### src/design/gtpr_pkg.sv
// Shared types, constants and tile side tables for the grid tile path reachability block.
`timescale 1ns / 1ps

package gtpr_pkg;

    localparam int GTPR_MAX_ROWS    = 64;
    localparam int GTPR_MAX_COLUMNS = 64;
    localparam int CFG_DATA_W       = 7;

    // Configuration register indexes.
    localparam logic CFG_ROW_COUNT    = 1'b0;
    localparam logic CFG_COLUMN_COUNT = 1'b1;

    // Side bits of a tile.
    localparam logic [3:0] SIDE_LEFT  = 4'b0001;
    localparam logic [3:0] SIDE_RIGHT = 4'b0010;
    localparam logic [3:0] SIDE_UP    = 4'b0100;
    localparam logic [3:0] SIDE_DOWN  = 4'b1000;

    typedef enum logic [2:0] {
        TILE_NONE       = 3'd0,
        TILE_LEFT_RIGHT = 3'd1,
        TILE_UP_DOWN    = 3'd2,
        TILE_LEFT_DOWN  = 3'd3,
        TILE_RIGHT_DOWN = 3'd4,
        TILE_LEFT_UP    = 3'd5,
        TILE_RIGHT_UP   = 3'd6,
        TILE_BLANK      = 3'd7
    } t_tile;

    typedef enum logic [1:0] {
        DIR_UP    = 2'd0,
        DIR_DOWN  = 2'd1,
        DIR_LEFT  = 2'd2,
        DIR_RIGHT = 2'd3
    } t_dir;

    typedef enum logic [3:0] {
        ST_LOAD,
        ST_CLEAR,
        ST_INIT,
        ST_POP,
        ST_FETCH,
        ST_HERE,
        ST_NB_ADDR,
        ST_NB_CHECK,
        ST_FINISH
    } t_state;

    typedef struct packed {
        logic load;
        logic clear;
        logic init;
        logic pop;
        logic fetch;
        logic here;
        logic nb_addr;
        logic nb_check;
        logic dir_next;
        logic out_load;
    } t_dp_cmd;

    typedef struct packed {
        logic last_beat;
        logic clear_done;
        logic queue_empty;
        logic nb_ok;
        logic dir_last;
        logic slot_free;
    } t_dp_status;

    function automatic logic [3:0] tile_sides(input logic [2:0] code);
        logic [3:0] sides;
        case (t_tile'(code))
            TILE_LEFT_RIGHT: sides = SIDE_LEFT | SIDE_RIGHT;
            TILE_UP_DOWN:    sides = SIDE_UP | SIDE_DOWN;
            TILE_LEFT_DOWN:  sides = SIDE_LEFT | SIDE_DOWN;
            TILE_RIGHT_DOWN: sides = SIDE_RIGHT | SIDE_DOWN;
            TILE_LEFT_UP:    sides = SIDE_LEFT | SIDE_UP;
            TILE_RIGHT_UP:   sides = SIDE_RIGHT | SIDE_UP;
            default:         sides = 4'b0000;
        endcase
        return sides;
    endfunction

    function automatic logic [3:0] exit_mask(input t_dir dir);
        logic [3:0] m;
        case (dir)
            DIR_UP:    m = SIDE_UP;
            DIR_DOWN:  m = SIDE_DOWN;
            DIR_LEFT:  m = SIDE_LEFT;
            DIR_RIGHT: m = SIDE_RIGHT;
            default:   m = 4'b0000;
        endcase
        return m;
    endfunction

    function automatic logic [3:0] entry_mask(input t_dir dir);
        logic [3:0] m;
        case (dir)
            DIR_UP:    m = SIDE_DOWN;
            DIR_DOWN:  m = SIDE_UP;
            DIR_LEFT:  m = SIDE_RIGHT;
            DIR_RIGHT: m = SIDE_LEFT;
            default:   m = 4'b0000;
        endcase
        return m;
    endfunction

endpackage

### src/design/gtpr_ctrl.sv
// Controller state machine sequencing grid load, visited clear and flood fill search.
`timescale 1ns / 1ps

module gtpr_ctrl
    import gtpr_pkg::*;
(
    input  logic       i_clk,
    input  logic       i_rst_n,
    input  t_dp_status i_status,
    output t_dp_cmd    o_cmd
);

    t_state r_state;
    t_state n_state;

    always_ff @(posedge i_clk) begin
        if (!i_rst_n) begin
            r_state <= ST_LOAD;
        end else begin
            r_state <= n_state;
        end
    end

    always_comb begin
        n_state = r_state;
        case (r_state)
            ST_LOAD: begin
                if (i_status.last_beat) n_state = ST_CLEAR;
            end
            ST_CLEAR: begin
                if (i_status.clear_done) n_state = ST_INIT;
            end
            ST_INIT: begin
                n_state = ST_POP;
            end
            ST_POP: begin
                n_state = i_status.queue_empty ? ST_FINISH : ST_FETCH;
            end
            ST_FETCH: begin
                n_state = ST_HERE;
            end
            ST_HERE: begin
                n_state = ST_NB_ADDR;
            end
            ST_NB_ADDR: begin
                if (i_status.nb_ok) begin
                    n_state = ST_NB_CHECK;
                end else if (i_status.dir_last) begin
                    n_state = ST_POP;
                end
            end
            ST_NB_CHECK: begin
                n_state = i_status.dir_last ? ST_POP : ST_NB_ADDR;
            end
            ST_FINISH: begin
                if (i_status.slot_free) n_state = ST_LOAD;
            end
            default: begin
                n_state = ST_LOAD;
            end
        endcase
    end

    always_comb begin
        o_cmd = '0;
        case (r_state)
            ST_LOAD:     o_cmd.load = 1'b1;
            ST_CLEAR:    o_cmd.clear = 1'b1;
            ST_INIT:     o_cmd.init = 1'b1;
            ST_POP:      o_cmd.pop = !i_status.queue_empty;
            ST_FETCH:    o_cmd.fetch = 1'b1;
            ST_HERE:     o_cmd.here = 1'b1;
            ST_NB_ADDR: begin
                o_cmd.nb_addr  = i_status.nb_ok;
                o_cmd.dir_next = !i_status.nb_ok && !i_status.dir_last;
            end
            ST_NB_CHECK: begin
                o_cmd.nb_check = 1'b1;
                o_cmd.dir_next = !i_status.dir_last;
            end
            ST_FINISH:   o_cmd.out_load = i_status.slot_free;
            default:     o_cmd = '0;
        endcase
    end

endmodule

### config.mk
export PLATFORM = sky130hd
export DESIGN_NAME = gtpr_ctrl
export DESIGN_NICKNAME = d
export VERILOG_FILES = /design/src/design/gtpr_pkg.sv /design/src/design/gtpr_ctrl.sv
export SDC_FILE = /design/constraint.sdc
export NUM_CORES = 1
export LEC_CHECK = 0
export ABC_AREA = 1
export BUFFER_PORTS_ARGS = -buffer_cell sky130_fd_sc_hd__buf_2
export CAP_MARGIN = 20
export CORE_AREA = 2 2 39 41
export DETAILED_ROUTE_END_ITERATION = 16
export DIE_AREA = 0 0 41 43
export PLACE_DENSITY = 0.48
export SLEW_MARGIN = 10
export SYNTH_ARGS = -nofsm -noshare
export SYNTH_HDL_FRONTEND = slang
export SYNTH_SLANG_ARGS = --single-unit
### constraint.sdc
create_clock -name i_clk -period 1.25 [get_ports i_clk]
set_input_delay 0.0625 -clock i_clk [delete_from_list [all_inputs] [get_ports i_clk]]
set_output_delay 0.0625 -clock i_clk [all_outputs]
set_load 0.005 [all_outputs]
# After elaboration in Yosys (flattened, before gate mapping)
# Index checks and enable logic that the tools add are counted.
# totals
reg_bits	4
in_bits	8
output_inout_bits	10
elab_cells	37
# classes
n_eq_ne	12
muxes	18
reduce_logical	6
# op_table
operator	count
case mux 4 bit (9 select lines)	1
2-to-1 mux 4 bit	6
equality test 4 x 3 -> 1 bit, second input constant	4
2-to-1 mux 1 bit	9
equality test 4 x 2 -> 1 bit, second input constant	2
!= test 2 bit, second input constant	3
equality test 4 x 1 -> 1 bit, second input constant	1
equality test 4 bit, second input constant	1
logical NOT 4 bit	1
AND reduction 4 bit	1
logical NOT 1 bit	3
2-to-1 mux 3 bit	1
!= test 3 bit, second input constant	1
case mux 1 bit (2 select lines)	1
logical AND 1 bit	1

# Logic depth before layout (Yosys ltp)
# Gate-level depths: netlist of the first run.
# depth
word_depth	3
mapped_depth	8
depth_no_buf	7

# Least setup slack after synthesis of the first run
# OpenSTA, ideal clock, no wires.
# synth_timing
kind	register -> register
from	reg r_state[3]
to	reg r_state[0]
setup_time_ps	117
arrival_ps	892
required_ps	1133
path_slack_ps	241
stages_incl_launch_ff	8
path_buffers	0
period_less_slack_ps	1009
path_cell_list	dfxtp_1 > inv_1 > nor2_1 > nand3_1 > nand2_1 > nor2_1 > nand2_1 > a21oi_1
# synth_between
elab_chain_len	3
elab_cells_between_ends	15
cone_classes	eq/ne (12); mux (1); reduce/logical (2)
# synth_lines
item	line	text
from (decl)	gtpr_ctrl.sv:13	t_state r_state;
from (signal assigned)	gtpr_ctrl.sv:20	r_state <= n_state;
equality test 4 x 3 -> 1 bit (tied with other cells)	gtpr_ctrl.sv:26	case (r_state)
!= test 3 bit (no line) or != test 2 bit (tied branches)	n/a	
AND reduction 4 bit (no line)	n/a	
# Several ways; a longest one is shown, not always the timed one.
# A chain may end at the register's enable or synchronous reset.

==> results of run 1 <==
synth_stat cells:
library cell / count
sky130_fd_sc_hd__nand2_1: 13
sky130_fd_sc_hd__nor2_1: 8
sky130_fd_sc_hd__nand3_2: 1
sky130_fd_sc_hd__buf_6: 1
sky130_fd_sc_hd__nand3b_1: 1
sky130_fd_sc_hd__dfxtp_1: 4
sky130_fd_sc_hd__nor2_2: 2
sky130_fd_sc_hd__inv_1: 15
sky130_fd_sc_hd__nor3_1: 1
sky130_fd_sc_hd__nor4_1: 1
sky130_fd_sc_hd__nor2_4: 1
sky130_fd_sc_hd__o211ai_1: 1
sky130_fd_sc_hd__nand3_1: 9
sky130_fd_sc_hd__a21oi_1: 4
sky130_fd_sc_hd__o21ai_0: 1
routing by layer:
metal / vias up / GRT usage (%) / share of wire [%] / routed length, um
met4: 0 / 8.00 / 0 / 0
met3: 0 / 3.14 / 4.7 / 42
li1: 236 / - / - / -
met5: - / 0 / 0 / 0
met2: 9 / 18.8 / 51 / 461
met1: 184 / 14.1 / 44 / 393
worst max-delay path by stage:
stage,start,end,slack (ns)
2_1_floorplan,r_state[3],r_state[0],0.24
3_3_place_gp,r_state[2],r_state[0],0.07
3_5_place_dp,r_state[1],r_state[0],0.08
4_1_cts,r_state[2],o_cmd[1],0.02
5_1_grt,r_state[2],o_cmd[1],-0.04
6_report,r_state[2],o_cmd[1],0.04
cells by family after synthesis:
family,synth area share [%]
simple gates,49.5
buf+inv,18.9
compound gates,9.12
flops,22.5
power by group through the flow:
| stage | sequential, mW | combinational [mW] | clock (mW) |
|---|---|---|---|
| global placement | 0.165 | 0.163 | 0 |
| floorplan | 0.156 | 0.122 | 0 |
| detailed placement | 0.165 | 0.160 | 0 |
| CTS | 0.164 | 0.160 | 0.169 |
| global route | 0.169 | 0.189 | 0.175 |
| finish | 0.167 | 0.163 | 0.160 |
worst max-delay path, cell delays in order, from the launching register on:
cell                      delay (ns)
sky130_fd_sc_hd__dfxtp_4        0.36
sky130_fd_sc_hd__inv_1          0.08
sky130_fd_sc_hd__nor2_4         0.17
sky130_fd_sc_hd__nand3_2        0.12
sky130_fd_sc_hd__nand2_1        0.08
sky130_fd_sc_hd__buf_2          0.10
timing repair:
| item | in CTS | in global routing |
|---|---|---|
| resized for setup | 3 | 4 |
| pin swaps | 0 | 1 |
| endpoints found under the setup margin | 3 | 6 |
| hold endpoints to repair | 0 | 0 |
| setup buffers | 0 | 1 |
cell type report:
cell class / count / area share [%]
inverter: 15 / 11.4
tap: 16 / 4.04
clock buffer: 3 / 4.55
multi-input combinational: 43 / 43.7
sequential: 4 / 17.7
timing repair buffer: 18 / 18.7
through the flow:
step                setup WS [ns]  util, %  hold slack (ns)
floorplan                   0.241        -            0.218
global placement           0.0676     32.5            0.350
detailed placement         0.0814     32.5            0.346
CTS                        0.0240     34.4            0.100
global route              -0.0386     35.8            0.129
finish                     0.0422     35.8            0.106
==> metrics.log, run 1 <==
[metrics] Vert. Die Dim: 43 um
[metrics] maximum clock insertion buffer count: 2
[metrics] clock root buffer: sky130_fd_sc_hd__clkbuf_4
[metrics] portion of the post-synthesis area used by sequential elements: 22.5%
[metrics] FILL cells: 168
[metrics] reg2reg start: r_state[2]
[metrics] remaining max-slew budget at the tightest pin: 82.8%
[metrics] worst setup slack for register-to-register paths: 0.12 ns
[metrics] Horiz. Die Dim: 41 um
[metrics] share of total power consumed by net switching: 34.8%
[metrics] post-route cell area: 495 um^2
[metrics] kind of capture point of the worst setup path: primary output
[metrics] Setup CP Type: flip-flop to primary output
[metrics] net count reported at finish: 93
[metrics] cts bufs inserted: 3
[metrics] hold violation count in the final report: 0
[metrics] max-slew violation total from the final report: 0
[metrics] path type of the worst min-delay path: input pin to flip-flop
[metrics] most frequent cells in the layout: sky130_fd_sc_hd__buf_2, sky130_fd_sc_hd__inv_1, sky130_fd_sc_hd__nand2_1
[metrics] footprint of the flip-flops and latches: 87.6 um^2
[metrics] worst min-delay path endpoint: r_state[0]
[metrics] htree depth: 1
[metrics] largest net degree at the start of global routing: 9
[metrics] placer's final routability congestion estimate: 0.693
[metrics] Switch Pwr: 0.170 mW
[metrics] number of global-route vias before repair: 386
[metrics] register clock-pin slew on the reported worst setup and hold paths: 0.04 ns
[metrics] clock power share: 32.6%
[metrics] Worst Max-Slew Pin Slew: 0.256 ns
[metrics] antenna cells: 0
[metrics] max-capacitance violation count: 0
[metrics] clk_lat worst skew: 0.23 ns
[metrics] via count: 429
[metrics] status: complete, no violations
[metrics] post-detailed-route via-to-cell ratio: 4.33
[metrics] number of core rows: 14
[metrics] Initial DRC Count: 1
[metrics] setup repair after global routing missed its margin: true
[metrics] maximum vdd ir drop: 0.000378 V
[metrics] post-route DRC violation count: 0
[metrics] CP Data Arrival Time: 1.15 ns
[metrics] internal power of the cells: 0.320 mW
[metrics] Post-DP Area: 450 um^2
[metrics] Final Non-Filler Cells: 99
[metrics] cell type with the largest total area after synthesis: sky130_fd_sc_hd__dfxtp_1
[metrics] highest attainable clock frequency: 0.828 GHz
[metrics] drt first pass iters: 4
[metrics] Synth Warn #: 0
[metrics] I/O Pins: 18
[metrics] average instance area after synthesis: 5.66 um^2
[metrics] most common cell after layout, fill and taps aside: sky130_fd_sc_hd__buf_2
[metrics] Post-Syn Nets: 71
[metrics] setup TNS: 0 ns
[metrics] post-synthesis instance area: 357 um^2
[metrics] reg-to-reg endpoint: r_state[0]
[metrics] hold path startpoint: i_rst_n
[metrics] required time of the worst setup path: 1.19 ns
[metrics] area of the die: 0.00176 mm^2
[metrics] total grt overflow: 0
[metrics] initial core utilization: 25.8%
[metrics] Power per Cell Area: 989 mW/mm^2
[metrics] DP HPWL: 758 um
[metrics] leakage component of the power: 0.310 nW
[metrics] portion of total power attributed to sequential cells: 34.1%
[metrics] number of antenna violations at the first check in global routing: 0
[metrics] Tcrit/Tclk final: 96.6%
[metrics] post-route minimum period: 1.21 ns
[metrics] startpoint type of the worst setup path: flip-flop
[metrics] core area: 0.00138 mm^2
[metrics] register with the most flip-flops: r_state
[metrics] Seq cells post-synth: 4
[metrics] Worst Path Max Fanout: 6
[metrics] worst r2r path cells: 7
[metrics] max FFs per register: 4
[metrics] area added between synthesis and finish: 38.9%
[metrics] Syn Inst Count: 63
[metrics] logic gate share of total power: 33.3%
[metrics] cells taking the most area after synthesis: sky130_fd_sc_hd__dfxtp_1, sky130_fd_sc_hd__inv_1, sky130_fd_sc_hd__nand2_1
[metrics] share of the synthesized area in the top cell type: 22.5%
[metrics] Total GRT Usage: 12.2%
[metrics] largest registers in the final layout: r_state: 4 flops
[metrics] number of instances in the placed design: 95
[metrics] largest clock skew in the final design: 0.00363 ns
[metrics] Netlist cell types: 15
[metrics] share of layout cells above drive strength 1: 36.1%
[metrics] clock tree from TritonCTS: done
[metrics] count of input and output buffers: 17
[metrics] Sink Count: 4
[metrics] instance count along the most critical hold path: 3
[metrics] hold buffer count at cts: 0
[metrics] Post-DRT Antenna Nets: 0
[metrics] first-pass GRT wire length: 1.44 mm
[metrics] footprint of the multi-input gates: 216 um^2
[metrics] Tot Pwr: 0.490 mW
[metrics] per-cell routed wire length: 9.05 um
[metrics] final routed wirelength across all metal layers: 896 um
[metrics] number of setup violations in the final report: 0
No activity file was read; power rests on OpenSTA's default activity.
==> run 2: changes to the inputs <==
--- a/config.mk
+++ b/config.mk
@@ -6,7 +6,7 @@
 export NUM_CORES = 1
 export LEC_CHECK = 0
 export ABC_AREA = 1
-export BUFFER_PORTS_ARGS = -buffer_cell sky130_fd_sc_hd__buf_2
+export BUFFER_PORTS_ARGS = -buffer_cell sky130_fd_sc_hd__clkbuf_2
 export CAP_MARGIN = 20
 export CORE_AREA = 2 2 39 41
 export DETAILED_ROUTE_END_ITERATION = 16
==> run 2 against run 1 <==
Worst hold slack got worse by 0.014 ns. Clock power about the same. Via count increased by 2.6%. Cell area increased by 7.1%. Combinational power increased by 5%. Sequential power about the same. Clock-buffer cell count unchanged. Total power increased by 2.5%. Setup slack improved by 0.024 ns. Non-clock buffer count unchanged. Clock skew about the same. Largest power group is now combinational logic.
==> metrics.log, run 2 (synthesis results as in run 1) <==
[metrics] final routed wirelength across all metal layers: 910 um (+1.6%)
[metrics] number of setup violations in the final report: 0 (unchanged)
[metrics] count of input and output buffers: 17 (unchanged)
[metrics] slowest stage cell, crit path: sky130_fd_sc_hd__dfxtp_4
[metrics] most frequent cells in the layout: sky130_fd_sc_hd__clkbuf_2, sky130_fd_sc_hd__inv_1, sky130_fd_sc_hd__nand2_1
[metrics] footprint of the flip-flops and latches: 90.1 um^2 (+2.9%)
[metrics] total grt overflow: 0 (unchanged)
[metrics] required time of the worst setup path: 1.19 ns (about the same)
[metrics] routed metal-1 wire length: 396 um (+0.76%)
[metrics] CP Data Arrival Time: 1.12 ns (-0.03 ns)
[metrics] clk_lat worst skew: 0.23 ns (about the same)
[metrics] highest attainable clock frequency: 0.845 GHz (+2.1%)
[metrics] max FFs per register: 4 (unchanged)
[metrics] net count reported at finish: 93 (unchanged)
[metrics] detailed-routed wire length on met3: 49 um (+17%)
[metrics] Post-DRT Antenna Nets: 0 (unchanged)
[metrics] FILL cells: 163 (-3.0%)
[metrics] DP HPWL: 779 um (+2.7%)
[metrics] stage delay of the slowest cell on the critical path: 0.36 ns (about the same)
[metrics] Tcrit/Tclk final: 94.7% (-2.0 points)
[metrics] Vert. Die Dim: 43 um (unchanged)
[metrics] most common cell after layout, fill and taps aside: sky130_fd_sc_hd__clkbuf_2
[metrics] Worst Max-Slew Pin Slew: 0.281 ns (+0.0246 ns)
[metrics] Horiz. Die Dim: 41 um (unchanged)
[metrics] post-detailed-route via-to-cell ratio: 4.44 (+2.6%)
[metrics] kind of capture point of the worst setup path: primary output
[metrics] path type of the worst min-delay path: input pin to flip-flop
[metrics] Setup CP Type: flip-flop to primary output
[metrics] post-route worst hold slack: 0.0911 ns (-0.0145 ns)
[metrics] leakage component of the power: 0.304 nW (-1.9%)
[metrics] hold violation count in the final report: 0 (unchanged)
[metrics] drt first pass iters: 4 (unchanged)
[metrics] first-pass GRT wire length: 1.49 mm (+3.3%)
[metrics] register with the most flip-flops: r_state
[metrics] startpoint type of the worst setup path: flip-flop
[metrics] Total GRT Usage: 12.7% (+0.50 points)
[metrics] I/O Pins: 18 (unchanged)
[metrics] worst setup slack for register-to-register paths: 0.18 ns (+0.06 ns)
[metrics] area of the die: 0.00176 mm^2 (unchanged)
[metrics] reg-to-reg endpoint: r_state[1]
[metrics] register clock-pin slew on the reported worst setup and hold paths: 0.04 ns (about the same)
[metrics] via count: 440 (+2.6%)
[metrics] status: complete, no violations
[metrics] Sink Count: 4 (unchanged)
[metrics] cts bufs inserted: 3 (unchanged)
[metrics] Final Non-Filler Cells: 99 (unchanged)
[metrics] Tot Pwr: 0.502 mW (+2.5%)
[metrics] share of layout cells above drive strength 1: 43.4% (+7.2 points)
[metrics] number of antenna violations at the first check in global routing: 0 (unchanged)
[metrics] worst r2r path cells: 5 (-2)
[metrics] last element of the critical path: o_cmd[1]
[metrics] setup TNS: 0 ns (unchanged)
[metrics] reg2reg start: r_state[2]
[metrics] htree depth: 1 (unchanged)
[metrics] antenna cells: 0 (unchanged)
[metrics] number of core rows: 14 (unchanged)
[metrics] largest net degree at the start of global routing: 9 (unchanged)
[metrics] top metal layer carrying routed signals: met3
[metrics] placer's final routability congestion estimate: 0.697 (+0.53%)
[metrics] Initial DRC Count: 6 (+5)
[metrics] hold buffer count at cts: 0 (unchanged)
[metrics] max-slew violation total from the final report: 0 (unchanged)
[metrics] largest clock skew in the final design: 0.00397 ns (+0.000340 ns)
[metrics] largest registers in the final layout: r_state: 4 flops
[metrics] per-cell routed wire length: 9.19 um (+1.6%)
[metrics] post-route minimum period: 1.18 ns (-0.0244 ns)
[metrics] clock tree from TritonCTS: done
[metrics] number of instances in the placed design: 95 (unchanged)
[metrics] number of global-route vias before repair: 379 (-1.8%)
[metrics] Worst Path Max Fanout: 6 (unchanged)
[metrics] setup repair after global routing missed its margin: true
[metrics] max-capacitance violation count: 0 (unchanged)
[metrics] initial core utilization: 25.8% (unchanged)
[metrics] Cell Chain, Critical Path: inv_2 > nor2_4 > nand3_4 > nand2_2 > buf_6
[metrics] worst setup path startpoint: r_state[2]
[metrics] area added between synthesis and finish: 48.8%
[metrics] core area: 0.00138 mm^2 (unchanged)
[metrics] remaining max-slew budget at the tightest pin: 81.1% (-1.7 points)
[metrics] post-route DRC violation count: 0 (unchanged)
[metrics] met2 layer wire length in the routed design: 463 um (+0.43%)
[metrics] footprint of the multi-input gates: 236 um^2 (+9.2%)
[metrics] maximum clock insertion buffer count: 2 (unchanged)
[metrics] Power per Cell Area: 947 mW/mm^2 (-4.3%)
[metrics] maximum vdd ir drop: 0.000352 V (-6.7%)
[metrics] clock root buffer: sky130_fd_sc_hd__clkbuf_4
## run 2: cell count changes in the layout (fill, tap and decap cells not counted), sizes merged
cell / delta
buf: -15
clkbuf: +15
## run 2: repair_timing
item                       CTS  global route
setup endpoints to repair    3             6
cloned                       0             0
pin swaps                    0             3
buffers inserted             0             1
resized for setup            3            15
## run 2: metrics by stage
step / setup WS, ns / cell area [um^2] / util, %
floorplan: 0.241 / 357 / -
global placement: 0.0642 / 450 / 32.5
detailed placement: 0.0814 / 450 / 32.5
CTS: 0.00241 / 477 / 34.4
global route: -0.0240 / 531 / 38.3
finish: 0.0666 / 531 / 38.3
## run 2: routing by layer
metal  vias up  GRT usage, %
met2         9          19.1
met4         0          8.00
met3         0          3.14
li1        239             -
met5         -             0
met1       192          15.4
## run 2: final cells by class
class / count / area share, %
Tap cell: 16 / 3.77
Sequential cell: 4 / 17.0
Inverter: 15 / 10.6
Timing Repair Buffer: 18 / 19.8
Clock buffer: 3 / 4.25
Multi-Input combinational cell: 43 / 44.6
## run 2: report_power, final
group	internal (mW)	switching [mW]	leakage, nW
combinational	0.0718	0.0995	0.256
clock	0.107	0.0535	0.0138
sequential	0.144	0.0263	0.0349
total	0.323	0.179	0.304
## run 2: worst min path at each step
stage | startpoint | endpoint | slack (ns) | cells after the start
2_1_floorplan | i_status[0] | o_cmd[0] | 0.22 | 2
3_3_place_gp | i_rst_n | r_state[1] | 0.35 | 3
3_5_place_dp | i_rst_n | r_state[1] | 0.34 | 3
4_1_cts | i_rst_n | r_state[1] | 0.09 | 3
5_1_grt | i_status[3] | r_state[3] | 0.13 | 3
6_report | i_rst_n | r_state[2] | 0.09 | 3
## run 2: worst max-delay path: cells and delay by family, from the launching register on
kind | cells | cell delay [ns]
buffers and inverters | 2 | 0.13
AND/OR/NAND/NOR | 3 | 0.38
flip-flops | 1 | 0.36
